--- src/rtl/core/sxf_pkg.sv ---
// Shared types and constants for the sprite XOR framebuffer.
// No dependencies; imported by every module of the block.
`default_nettype none

package sxf_pkg;

	localparam int SCREEN_COLS_DEF  = 64;
	localparam int SCREEN_LINES_DEF = 32;
	localparam int SPRITE_W         = 8;
	localparam int PIX_W            = 64;
	localparam int IN_TDATA_W       = 32;
	localparam int IN_TUSER_W       = 2;
	localparam int OUT_TDATA_W      = 72;
	localparam int XPOS_W           = 8;
	localparam int YPOS_W           = 8;
	localparam int RIDX_W           = 4;

	typedef enum logic [1:0] {
		ACT_CLEAR = 2'd0,
		ACT_DRAW  = 2'd1,
		ACT_READ  = 2'd2,
		ACT_NONE  = 2'd3
	} action_t;

	typedef enum logic {
		ST_IDLE,
		ST_EXEC
	} fsm_t;

	// merged result of all sprite lanes
	typedef struct packed {
		logic hit;
	} merge_stat_t;

endpackage

`default_nettype wire

--- src/rtl/core/sprite_xor_framebuffer.sv ---
// Top level of the sprite XOR framebuffer: sequencer, coordinate wrap, lanes, merge.
// Depends on sxf_pkg, sxf_lane, sxf_merge, sxf_row_store.
//
// channel  | dir | handshake                    | payload
// s_axis   | in  | s_axis_tvalid/s_axis_tready  | tdata: x_pos,y_pos,row_index,sprite_row,first_row
//          |     |                              | tuser: action
// m_axis   | out | m_axis_tvalid/m_axis_tready  | tdata: collision,row_pixels
//
// Each item is accepted in ST_IDLE, which reads the target row from the row memory;
// ST_EXEC, once the output register is free, runs the eight lanes and writes the row back (one memory port each way).
// Clear goes through the same states: it drops the per-row valid bits at once.
// Reset clears the valid bits and the collision flag; no clearing pass is needed.
// A result waits in the output register; the next item is accepted once the current
// one has moved its result there.
`default_nettype none

module sprite_xor_framebuffer #(
	parameter int SCREEN_COLS  = sxf_pkg::SCREEN_COLS_DEF,
	parameter int SCREEN_LINES = sxf_pkg::SCREEN_LINES_DEF
) (
	input  wire logic                              clk,
	input  wire logic                              arst_n,
	input  wire logic                              s_axis_tvalid,
	output logic                                   s_axis_tready,
	// [7:0] x_pos, [15:8] y_pos, [19:16] row_index, [27:20] sprite_row, [28] first_row
	input  wire logic [sxf_pkg::IN_TDATA_W-1:0]    s_axis_tdata,
	// [1:0] action
	input  wire logic [sxf_pkg::IN_TUSER_W-1:0]    s_axis_tuser,
	output logic                                   m_axis_tvalid,
	input  wire logic                              m_axis_tready,
	// [0] collision, [64:1] row_pixels
	output logic      [sxf_pkg::OUT_TDATA_W-1:0]   m_axis_tdata
);
	import sxf_pkg::*;

	localparam int CW        = $clog2(SCREEN_COLS);
	localparam int LW        = (SCREEN_LINES > 1) ? $clog2(SCREEN_LINES) : 1;
	localparam int OUT_SHIFT = PIX_W - SCREEN_COLS;

	// wrap tables, built at elaboration
	logic [CW-1:0] xmod_tab [2**XPOS_W];
	logic [LW-1:0] ymod_tab [2**YPOS_W];
	logic [LW-1:0] rmod_tab [2**RIDX_W];

	for (genvar i = 0; i < 2**XPOS_W; i++) begin : g_xtab
		assign xmod_tab[i] = CW'(i % SCREEN_COLS);
	end
	for (genvar i = 0; i < 2**YPOS_W; i++) begin : g_ytab
		assign ymod_tab[i] = LW'(i % SCREEN_LINES);
	end
	for (genvar i = 0; i < 2**RIDX_W; i++) begin : g_rtab
		assign rmod_tab[i] = LW'(i % SCREEN_LINES);
	end

	// input unpack
	logic [XPOS_W-1:0]   in_x;
	logic [YPOS_W-1:0]   in_y;
	logic [RIDX_W-1:0]   in_ri;
	logic [SPRITE_W-1:0] in_sprite;
	logic                in_first;
	action_t             in_act;

	assign in_x      = s_axis_tdata[7:0];
	assign in_y      = s_axis_tdata[15:8];
	assign in_ri     = s_axis_tdata[19:16];
	assign in_sprite = s_axis_tdata[27:20];
	assign in_first  = s_axis_tdata[28];
	assign in_act    = action_t'(s_axis_tuser);

	fsm_t state_q, state_nx;
	logic in_fire;
	logic out_fire;
	logic go;

	// registered item
	action_t             act_q;
	logic                first_q;
	logic [SPRITE_W-1:0] sprite_q;
	logic [CW-1:0]       xmod_q;
	logic [LW-1:0]       line_q;
	logic                hit_q;

	logic                out_valid_q;
	logic                out_coll_q;
	logic [PIX_W-1:0]    out_pix_q;

	logic [LW:0]         line_sum;
	logic [LW-1:0]       line_acc;
	logic [LW-1:0]       rd_addr;

	logic [SCREEN_COLS-1:0] rd_data;
	logic [SCREEN_COLS-1:0] new_word;
	logic [SCREEN_COLS-1:0] flips [SPRITE_W];
	logic [SPRITE_W-1:0]    hits;
	merge_stat_t            mstat;

	logic wr_en;
	logic clr;
	logic load;
	logic hit_nx;

	assign in_fire  = s_axis_tvalid & s_axis_tready;
	assign out_fire = m_axis_tvalid & m_axis_tready;
	assign go       = (state_q == ST_EXEC) & (~out_valid_q | m_axis_tready);

	// target row: draw adds the sprite row index, read uses y alone
	always_comb begin
		if (in_act == ACT_DRAW) begin
			line_sum = {1'b0, ymod_tab[in_y]} + {1'b0, rmod_tab[in_ri]};
		end else begin
			line_sum = {1'b0, ymod_tab[in_y]};
		end
		if (line_sum >= (LW+1)'(SCREEN_LINES)) begin
			line_acc = LW'(line_sum - (LW+1)'(SCREEN_LINES));
		end else begin
			line_acc = line_sum[LW-1:0];
		end
		rd_addr = line_acc;
	end

	always_ff @(posedge clk) begin
		if (in_fire) begin
			act_q    <= in_act;
			first_q  <= in_first;
			sprite_q <= in_sprite;
			xmod_q   <= xmod_tab[in_x];
			line_q   <= line_acc;
		end
	end

	always_ff @(posedge clk or negedge arst_n) begin
		if (!arst_n) begin
			state_q <= ST_IDLE;
		end else begin
			state_q <= state_nx;
		end
	end

	always_comb begin
		state_nx      = state_q;
		s_axis_tready = 1'b0;
		wr_en         = 1'b0;
		clr           = 1'b0;
		load          = 1'b0;
		hit_nx        = hit_q;
		unique case (state_q)
			ST_IDLE: begin
				s_axis_tready = 1'b1;
				if (s_axis_tvalid) begin
					state_nx = ST_EXEC;
				end
			end
			ST_EXEC: begin
				if (go) begin
					load     = 1'b1;
					state_nx = ST_IDLE;
					unique case (act_q)
						ACT_CLEAR: clr = 1'b1;
						ACT_DRAW: begin
							wr_en  = 1'b1;
							hit_nx = (hit_q & ~first_q) | mstat.hit;
						end
						ACT_READ: ;
						ACT_NONE: ;
						default: ;
					endcase
				end
			end
			default: state_nx = ST_IDLE;
		endcase
	end

	always_ff @(posedge clk or negedge arst_n) begin
		if (!arst_n) begin
			hit_q       <= 1'b0;
			out_valid_q <= 1'b0;
		end else begin
			hit_q <= hit_nx;
			if (load) begin
				out_valid_q <= 1'b1;
			end else if (out_fire) begin
				out_valid_q <= 1'b0;
			end
		end
	end

	always_ff @(posedge clk) begin
		if (load) begin
			out_coll_q <= hit_nx;
			out_pix_q  <= (act_q == ACT_READ) ? (PIX_W'(rd_data) << OUT_SHIFT) : '0;
		end
	end

	for (genvar k = 0; k < SPRITE_W; k++) begin : g_lane
		sxf_lane #(
			.SCREEN_COLS (SCREEN_COLS),
			.LANE        (k)
		) u_lane (
			.x_base (xmod_q),
			.pix_en (sprite_q[SPRITE_W-1-k]),
			.word   (rd_data),
			.flip   (flips[k]),
			.hit    (hits[k])
		);
	end

	sxf_merge #(
		.SCREEN_COLS (SCREEN_COLS)
	) u_merge (
		.word     (rd_data),
		.flips    (flips),
		.hits     (hits),
		.new_word (new_word),
		.stat     (mstat)
	);

	sxf_row_store #(
		.SCREEN_COLS  (SCREEN_COLS),
		.SCREEN_LINES (SCREEN_LINES)
	) u_rows (
		.clk     (clk),
		.arst_n  (arst_n),
		.rd_en   (in_fire),
		.rd_addr (rd_addr),
		.rd_data (rd_data),
		.wr_en   (wr_en),
		.wr_addr (line_q),
		.wr_data (new_word),
		.clr     (clr)
	);

	assign m_axis_tvalid = out_valid_q;
	assign m_axis_tdata  = {(OUT_TDATA_W-PIX_W-1)'(0), out_pix_q, out_coll_q};

endmodule

`default_nettype wire

--- src/rtl/core/sxf_lane.sv ---
// One sprite-pixel lane: wraps its column and tests/flips one framebuffer bit.
// Depends on sxf_pkg.
`default_nettype none

module sxf_lane #(
	parameter int SCREEN_COLS = sxf_pkg::SCREEN_COLS_DEF,
	parameter int LANE        = 0
) (
	input  wire logic [$clog2(SCREEN_COLS)-1:0] x_base,
	input  wire logic                           pix_en,
	input  wire logic [SCREEN_COLS-1:0]         word,
	output logic      [SCREEN_COLS-1:0]         flip,
	output logic                                hit
);
	import sxf_pkg::*;

	localparam int CW = $clog2(SCREEN_COLS);
	localparam logic [SCREEN_COLS-1:0] LEFT_BIT = SCREEN_COLS'(1) << (SCREEN_COLS - 1);

	logic [CW:0] col_sum;
	logic [CW:0] col;

	always_comb begin
		col_sum = {1'b0, x_base} + (CW+1)'(LANE);
		// base is already below the width, so one subtract wraps
		if (col_sum >= (CW+1)'(SCREEN_COLS)) begin
			col = col_sum - (CW+1)'(SCREEN_COLS);
		end else begin
			col = col_sum;
		end
		flip = pix_en ? (LEFT_BIT >> col) : '0;
		hit  = |(word & flip);
	end

endmodule

`default_nettype wire

--- src/rtl/core/sxf_merge.sv ---
// Merge stage: ORs the lane flip masks and hits, builds the new row word.
// Depends on sxf_pkg.
`default_nettype none

module sxf_merge #(
	parameter int SCREEN_COLS = sxf_pkg::SCREEN_COLS_DEF
) (
	input  wire logic [SCREEN_COLS-1:0]   word,
	input  wire logic [SCREEN_COLS-1:0]   flips [sxf_pkg::SPRITE_W],
	input  wire logic [sxf_pkg::SPRITE_W-1:0] hits,
	output logic      [SCREEN_COLS-1:0]   new_word,
	output sxf_pkg::merge_stat_t          stat
);
	import sxf_pkg::*;

	logic [SCREEN_COLS-1:0] mask;

	always_comb begin
		mask = '0;
		for (int k = 0; k < SPRITE_W; k++) begin
			mask = mask | flips[k];
		end
		// lanes hit distinct columns, so OR of masks equals their XOR
		new_word     = word ^ mask;
		stat.hit     = |hits;
	end

endmodule

`default_nettype wire

--- src/rtl/core/sxf_row_store.sv ---
// Framebuffer row memory with one valid bit per row; invalid rows read as zero.
// Depends on sxf_pkg.
`default_nettype none

module sxf_row_store #(
	parameter int SCREEN_COLS  = sxf_pkg::SCREEN_COLS_DEF,
	parameter int SCREEN_LINES = sxf_pkg::SCREEN_LINES_DEF,
	localparam int LW = (SCREEN_LINES > 1) ? $clog2(SCREEN_LINES) : 1
) (
	input  wire logic                   clk,
	input  wire logic                   arst_n,
	input  wire logic                   rd_en,
	input  wire logic [LW-1:0]          rd_addr,
	output logic      [SCREEN_COLS-1:0] rd_data,
	input  wire logic                   wr_en,
	input  wire logic [LW-1:0]          wr_addr,
	input  wire logic [SCREEN_COLS-1:0] wr_data,
	input  wire logic                   clr
);
	import sxf_pkg::*;

	logic [SCREEN_COLS-1:0]  mem_q [SCREEN_LINES];
	logic [SCREEN_COLS-1:0]  rd_word_q;
	logic                    rd_ok_q;
	logic [SCREEN_LINES-1:0] valid_q;

	always_ff @(posedge clk) begin
		if (wr_en) begin
			mem_q[wr_addr] <= wr_data;
		end
		if (rd_en) begin
			rd_word_q <= mem_q[rd_addr];
		end
	end

	// reset drops the valid bits and the read-valid flag; clear just drops the valid bits
	always_ff @(posedge clk or negedge arst_n) begin
		if (!arst_n) begin
			valid_q <= '0;
			rd_ok_q <= 1'b0;
		end else begin
			if (clr) begin
				valid_q <= '0;
			end else if (wr_en) begin
				valid_q[wr_addr] <= 1'b1;
			end
			if (rd_en) begin
				rd_ok_q <= valid_q[rd_addr];
			end
		end
	end

	assign rd_data = rd_ok_q ? rd_word_q : '0;

endmodule

`default_nettype wire

--- config.mk ---
export PLATFORM = sky130hd
export DESIGN_NAME = sprite_xor_framebuffer
export DESIGN_NICKNAME = d
export VERILOG_FILES = /design/src/rtl/core/sxf_pkg.sv /design/src/rtl/core/sprite_xor_framebuffer.sv /design/src/rtl/core/sxf_lane.sv /design/src/rtl/core/sxf_merge.sv /design/src/rtl/core/sxf_row_store.sv
export SDC_FILE = /design/constraint.sdc
export NUM_CORES = 2
export LEC_CHECK = 0
export BUFFER_PORTS_ARGS = -buffer_cell sky130_fd_sc_hd__buf_2
export CELL_PAD_IN_SITES_DETAIL_PLACEMENT = 1
export CELL_PAD_IN_SITES_GLOBAL_PLACEMENT = 1
export CORE_MARGIN = 2
export CORE_UTILIZATION = 25
export DETAILED_ROUTE_END_ITERATION = 8
export GPL_TIMING_DRIVEN = 0
export HOLD_SLACK_MARGIN = 0.08
export PLACE_DENSITY = 0.46
export SLEW_MARGIN = 30
export SYNTH_ARGS = -nofsm -noshare
export SYNTH_HDL_FRONTEND = slang
export SYNTH_SLANG_ARGS = --single-unit
export TNS_END_PERCENT = 30
--- constraint.sdc ---
create_clock -name clk -period 5.9 [get_ports clk]
set_input_delay 0.59 -clock clk [delete_from_list [all_inputs] [get_ports clk]]
set_output_delay 0.59 -clock clk [all_outputs]
set_load 0.01 [all_outputs]
---- Word level (Yosys, flattened, before mapping) ----
Memories as Yosys holds them, arrays and structs flattened. A register that Yosys moved wholly into a read port is not among the register bits.
Index checks and enable logic that the tools add are counted.
operators by class
  bitwise gates (word level) .............. 29
  $lt $le $gt $ge ......................... 14
  divide/modulo/power cells ............... 0
  $add $sub $neg .......................... 17
  equal/unequal tests ..................... 3
  shift-type cells ........................ 8
  reductions and logical operators ........ 5
  multiply operators ...................... 0
  multiplexer cells ....................... 48
operators by type and width
  cell                   count
  $mux 64                9
  $and 64x64->64         8
  $reduce_or 512->1      1
  $shr 64x7->64 const A  8
  $or 64x64->64          7
  $mux 32                2
  $xor 64x64->64         1
  $mux 7                 8
  $ge 7x7->1 const B     7
  $sub 7x7->7 const B    7
  $or 32x32->32          1
  $add 6x3->7 const B    4
  $mux 5                 5
  $mux 1                 20
  $not 8->9              2
  $add 6x2->7 const B    2
  $lt 5x6->1 const B     2
  $ge 9x9->1 const B     1
  $add 6x1->7 const B    1
  $ge 6x7->1 const B     1
  $sub 6x7->7 const B    1
  $add 5x5->6            1
  $ge 6x6->1 const B     1
  $mux 6                 1
  15 further kinds       23
word-level totals
  RAM bits ................................ 2048
  register bits after elaboration ......... 117
  logic and storage cells ................. 139
  memories kept ........................... 4
  ROM bits ................................ 2896
  latch bits .............................. 0
memories
  name             depth  bits a word  rd ports  clocked after Yosys merged registers in  write ports  RTL line                       RTL
  u_rows.mem_q     32     64           1         1                                        1            sxf_row_store.sv:22            logic [SCREEN_COLS-1:0] mem_q [SCREEN_LINES];
  (no name shown)  256    6            1         1                                        0            sprite_xor_framebuffer.sv:126  xmod_q <= xmod_tab[in_x];
  (no name shown)  256    5            1         0                                        0            sprite_xor_framebuffer.sv:111  line_sum = {1'b0, ymod_tab[in_y]};
  (no name shown)  16     5            1         0                                        0            sprite_xor_framebuffer.sv:109  line_sum = {1'b0, ymod_tab[in_y]} + {1'b0, rmod_tab[in_ri]};

---- Longest topological paths before layout ----
  word-level depth ........................ 13
  mapped depth ............................ 19
  mapped depth without buffers ............ 12

---- By module ----
A second synthesis with hierarchy kept.
second synthesis, totals
  cell total of the unflattened synthesis .. 5463
  area, all modules ....................... 96832.9 sq um
modules (own cells, without submodules)
  module                       cells each  seq. area each (sq um)  instances  area an instance (sq um)
  sxf_row_store                3225        64246.6                 1          81244.2
  sprite_xor_framebuffer       207         2687.6                  1          3482.1
  sxf_merge                    259         0.0                     1          1617.8
  sxf_lane (g_lane[4].u_lane)  240         0.0                     1          1521.5
  sxf_lane (g_lane[1].u_lane)  234         0.0                     1          1507.7
  sxf_lane (g_lane[5].u_lane)  243         0.0                     1          1433.9
  sxf_lane (g_lane[3].u_lane)  230         0.0                     1          1317.5
  sxf_lane (g_lane[2].u_lane)  214         0.0                     1          1204.9
  sxf_lane (g_lane[6].u_lane)  207         0.0                     1          1194.9
  sxf_lane (g_lane[0].u_lane)  206         0.0                     1          1179.9
  sxf_lane (g_lane[7].u_lane)  198         0.0                     1          1128.6

---- Worst setup path before layout ----
Ideal clock, no wire load.
  path kind ............................... register to register
  start point ............................. reg xmod_q[2]
  end point ............................... mem u_rows.mem_q[0][46] (netlist bit), data pin
  arrival ................................. 4.938 ns
  required time ........................... 5.513 ns
  cell stages (with the launch flop) ...... 18
  clock period less this slack ............ 5.326 ns
  setup slack ............................. 0.574 ns
  path through ............................ edfxtp_1 > buf_2 > inv_1 > buf_1 > clkbuf_1 > clkbuf_1 > ha_1 > clkbuf_1 > clkbuf_1 > buf_1 > buf_1 > clkbuf_1 > nor2_1 > a21oi_1 > nor2_1 > a21oi_1 > o221ai_1 > xnor2_1
between the ends
  longest elaborated chain between the ends .. 13
RTL lines
  what                                              RTL line                        RTL
  start: declaration                                sprite_xor_framebuffer.sv:79    logic [CW-1:0] xmod_q;
  $add 6x1->7                                       sxf_lane.sv:24                  col_sum = {1'b0, x_base} + (CW+1)'(LANE);
  $sub 7x7->7 / $ge 7x7->1 (equally long branches)  sxf_lane.sv:27, sxf_lane.sv:26
  $mux 7                                            sxf_lane.sv:26                  if (col_sum >= (CW+1)'(SCREEN_COLS)) begin
  $shr 64x7->64                                     sxf_lane.sv:31                  flip = pix_en ? (LEFT_BIT >> col) : '0;
  $mux 64                                           sxf_lane.sv:31
  $or 64x64->64 (6 in series)                       sxf_merge.sv:21                 mask = mask | flips[k];
  $or 64x64->64 (*)                                 sxf_merge.sv:21
  $xor 64x64->64 (*)                                sxf_merge.sv:24                 new_word = word ^ mask;
  net new_word[46]                                  sprite_xor_framebuffer.sv:92    logic [SCREEN_COLS-1:0] new_word;
  end: declaration                                  sxf_row_store.sv:22
The timed path passes the listed nets; every way through them passes the cells marked *.

---- Final worst setup path ----
  start point ............................. reg u_rows.rd_ok_q
  end point ............................... reg out_coll_q, data pin
between the ends
  longest elaborated chain between the ends .. 7
RTL lines
  what                      RTL line                       RTL
  start: declaration        sxf_row_store.sv:24            logic rd_ok_q;
  start signal: assignment  sxf_row_store.sv:48            rd_ok_q <= valid_q[rd_addr];
  $mux 64 (*)               sxf_row_store.sv:53            assign rd_data = rd_ok_q ? rd_word_q : '0;
  $and 64x64->64            sxf_lane.sv:32                 hit = |(word & flip);
  $reduce_or 512->1 (*)     sxf_merge.sv:25                stat.hit = |hits;
  $or 1x1->1 (*)            sprite_xor_framebuffer.sv:161  hit_nx = (hit_q & ~first_q) | mstat.hit;
  $mux 1 (*)                sprite_xor_framebuffer.sv:157  unique case (act_q)
  $mux 1 (*)                sprite_xor_framebuffer.sv:154  if (go) begin
  $mux 1 (*)                sprite_xor_framebuffer.sv:146  unique case (state_q)
  net hit_nx                sprite_xor_framebuffer.sv:100  logic hit_nx;
  end signal: assignment    sprite_xor_framebuffer.sv:189  out_coll_q <= hit_nx;
  end: declaration          sprite_xor_framebuffer.sv:84   logic out_coll_q;
Marked as above.
A chain may end at the register's enable or synchronous reset.

==> flow_metrics.py <==
metrics = {
    "drt": {
        "dr.pass1.iters": 7,
        "via_per_inst": 5.19,
        "wl_mm": 459,
        "ant_nets": 0,
        "drc": 0,
        "first_iter_violations": 5951,
        "vias": 58800,
        "wire_per_inst_um": 40.4,
    },
    "timing": {
        "period_minus_slack_ps": 6060,
        "fmax_mhz": 165,
        "maxSlewViolCount": 0,
        "slew_headroom": 0.237,
        "setup_viol": 22,
        "final.period_utilization": 1.03,
        "hold_viol": 0,
        "rsz0062_at_grt": "no",
        "fin_skew_ps": 53.8,
        "setup_ws_ps": -157,
        "worst_slew_pin_slew_ps": 1140,
        "fin_tns_setup_ps": -2100,
    },
    "synth": {
        "synth_ff_type": "edfxtp_1",
        "async_reset_ff_frac": 0.0161,
        "syn_area_mm2": 0.0946,
        "ys_seq_area_frac": 0.708,
        "yosys_warnings": 0,
        "synth_compound_area_frac": 0.0517,
        "netlist_instances": 5375,
        "synth_common_cells": "edfxtp_1 (2199), mux4_2 (529), nand2_1 (341)",
        "synth_area_per_cell_um2": 17.6,
        "yosysMostFrequentCell": "edfxtp_1",
        "yosys.cell_types.count": 99,
        "yosysTopAreaCell": "edfxtp_1",
        "synth-xor-area-share": 0.00749,
        "synth_seq_cells": 2235,
        "synthAdderAreaFrac": 0.00220,
        "synth_area_leaders": "edfxtp_1 (70%), mux4_2 (13%), mux2i_1 (2.5%)",
        "synth.area.mux_share": 0.160,
        "synth_top_family_by_area": "multiplexers",
        "synth-simple-area-share": 0.0539,
        "synth_edf_count": 2199,
        "synth_top_cell_area_share": 0.698,
    },
    "critical_path": {
        "cp.arrival_ps": 6590,
        "end_kind": "register",
        "r2r_cells": 12,
        "critical_path.cell_chain": "clkbuf_1, clkbuf_2, buf_2, buf_16, nand2_1, inv_1, nand3_1, o41ai_1, nor4_1, nor4bb_4, nor4bb_1, a41oi_1",
        "cp_top_family": "simple AND/OR/NAND/NOR gates",
        "max_stage_delay_ps": 640,
        "cpMaxStageDelayCell": "nand2_1",
        "crit_buf_inv": 5,
        "worstPathRequired_ps": 6440,
        "crit_path_start_kind": "register",
        "critPathKind": "register to register",
        "cp_max_fo": 10,
        "rrSetupSlack_ps": -160,
        "cp_num_cells": 12,
    },
    "place": {
        "place_ws_ps": -3060,
        "dpl_cell_area_mm2": 0.110,
        "port_buffers": 96,
        "gp_congestion": 1.01,
        "dp_hpwl_mm": 349,
    },
    "floorplanning": {
        "die_w_um": 619,
        "ios": 112,
        "initial_core_util": 0.251,
        "std_cell_rows": 225,
        "coreArea_mm2": 0.376,
        "die_area_mm2": 0.383,
        "die_y_um": 619,
    },
    "global_route": {
        "grt_pass1_wl_mm": 603,
        "grt_start_max_net_pins": 38,
        "grt_pass1_vias": 60800,
        "antenna_found_initial": 44,
        "grt.total_usage": 0.237,
        "gr-total-overflow": 0,
    },
    "finish": {
        "areaGrowthSynthToFinish_pct": 25.9,
        "nNetsFinal": 6174,
        "stdcell_area_mm2": 0.119,
        "drive_gt1_frac": 0.299,
        "final_util": 0.317,
    },
    "min_path": {
        "hold_path_class": "input pin to asynchronous set/reset pin",
    },
    "clocking": {
        "root_buffer": "clkbuf_16",
        "clk_latency_ps": 900,
        "h-tree-depth": 5,
        "cts.reportedPaths.clkPinSlew_ps": 70,
        "cts_tree": "built",
        "clk_path_buf_depth": 4,
        "numCtsBuffers": 263,
        "clock_sinks": 2235,
    },
    "run_status": {
        "violations": "setup timing",
        "status": "finished with violations",
    },
    "power_and_ir_drop": {
        "p_leak_nw": 38.3,
        "vdd.ir_drop.worst_uv": 226,
        "pwr_density_cell_mw_per_mm2": 418,
        "finalPower_mw": 49.8,
    },
    "job": {
        "maxCapViolCount": 0,
    },
}
[cell usage in the layout, fill, tap and decap left out, types with 36 or more instances in the layout]
master     netlist  routed
a21oi_1        139     134
buf_12           0      41
buf_16           0     179
buf_2           77     210
buf_4           10      83
buf_6            3      40
clkbuf_1       208     181
clkbuf_16        0     273
clkbuf_2         0      72
clkinv_1         0      57
clkinv_2         0      42
dfrtp_1         36      36
edfxtp_1      2199    2199
mux2_2          73      72
mux2i_1        240     229
mux4_2         529     529
nand2_1        341     297
nand2_2          0      41
nand3_1        147     142
nor2_1         328     283
nor3_1          81      72
o21ai_0        142     120
o22ai_1         80      77
xor2_4           0      37
[metal layers]
metal / track usage / vias to the layer above / share of wire
met5: 0 / - / 0.000083
met4: 0.131 / 6 / 0.064
met3: 0.0343 / 801 / 0.049
met2: 0.384 / 2242 / 0.47
met1: 0.305 / 32300 / 0.42
li1: - / 23500 / -
[layout make-up]
type	instances	area (µm²)
plain buffers	360	1730
diodes	29	72.6
inverters	18	78.8
repair buffers	476	7780
clock inverters	130	1030
clock buffers	334	7070
flip-flops and latches	2235	66900
fillers	38300	257000
well taps	4994	6250
multi-input cells	2766	28100
[worst register-to-register path, cell delays in order (launching register included)]
cell and delay, ps:
dfrtp_1 540, clkbuf_1 460, clkbuf_2 510, buf_2 390, buf_16 220, nand2_1 660
inv_1 650, nand3_1 440, o41ai_1 140, nor4_1 470, nor4bb_4 550, nor4bb_1 400
a41oi_1 290
[timing repair]
item / 4_1_cts / 5_1_grt
resized for setup: 80 / 2
hold buffers: 20 / 0
pin swaps: 10 / 1
cloned: 0 / 0
setup endpoints to repair: 2050 / 38
hold endpoints to repair: 55 / 0
setup buffers: 18 / 2
[stage by stage]
stage	cells	hold slack [ps]
after floorplan	5381	294
after global placement	10500	468
after detailed placement	10800	476
after CTS	11300	344
after global routing	11300	258
final	11300	240
[where the power goes]
group	switching, mW	internal (mW)	leakage (nW)
clock network	6.58	9.01	3.96
registers	0.576	20.2	20.6
logic	9.95	3.47	13.7
total	17.1	32.7	38.3
[path summary, 6_finish.rpt]
kind                                           startpoint                              to
max                            u_rows.rd_ok_q$_DFFE_PN0P_            out_coll_q$_DFFE_PP_
min                                                arst_n                 hit_q$_DFF_PN0_
max reg2reg                    u_rows.rd_ok_q$_DFFE_PN0P_            out_coll_q$_DFFE_PP_
min reg2reg                u_rows.valid_q[30]$_DFFE_PN0P_  u_rows.valid_q[30]$_DFFE_PN0P_
max in group asynchronous                          arst_n  u_rows.valid_q[26]$_DFFE_PN0P_
min in group clk                         s_axis_tdata[27]           sprite_q[7]$_DFFE_PP_
[flip-flops by register name, summed over array words and instances (netlist names), 2 cells and up]
signal	count
act_q	2
u_rows.valid_q	32
sprite_q	8
u_rows.mem_q	2048
out_pix_q	64
xmod_q	6
u_rows.rd_word_q	64
line_q	5
[kinds of logic (layout without fill, tap and decap cells)]
group / count (synthesis) / count (layout)
fa+ha+maj: 16 / 16
simple gates: 1102 / 1102
flops: 2235 / 2235
buf+inv: 380 / 1318
mux: 844 / 844
other cells: 1 / 36
xor+xnor: 80 / 80
compound gates: 717 / 717
Power figures use the tool's default switching activity.
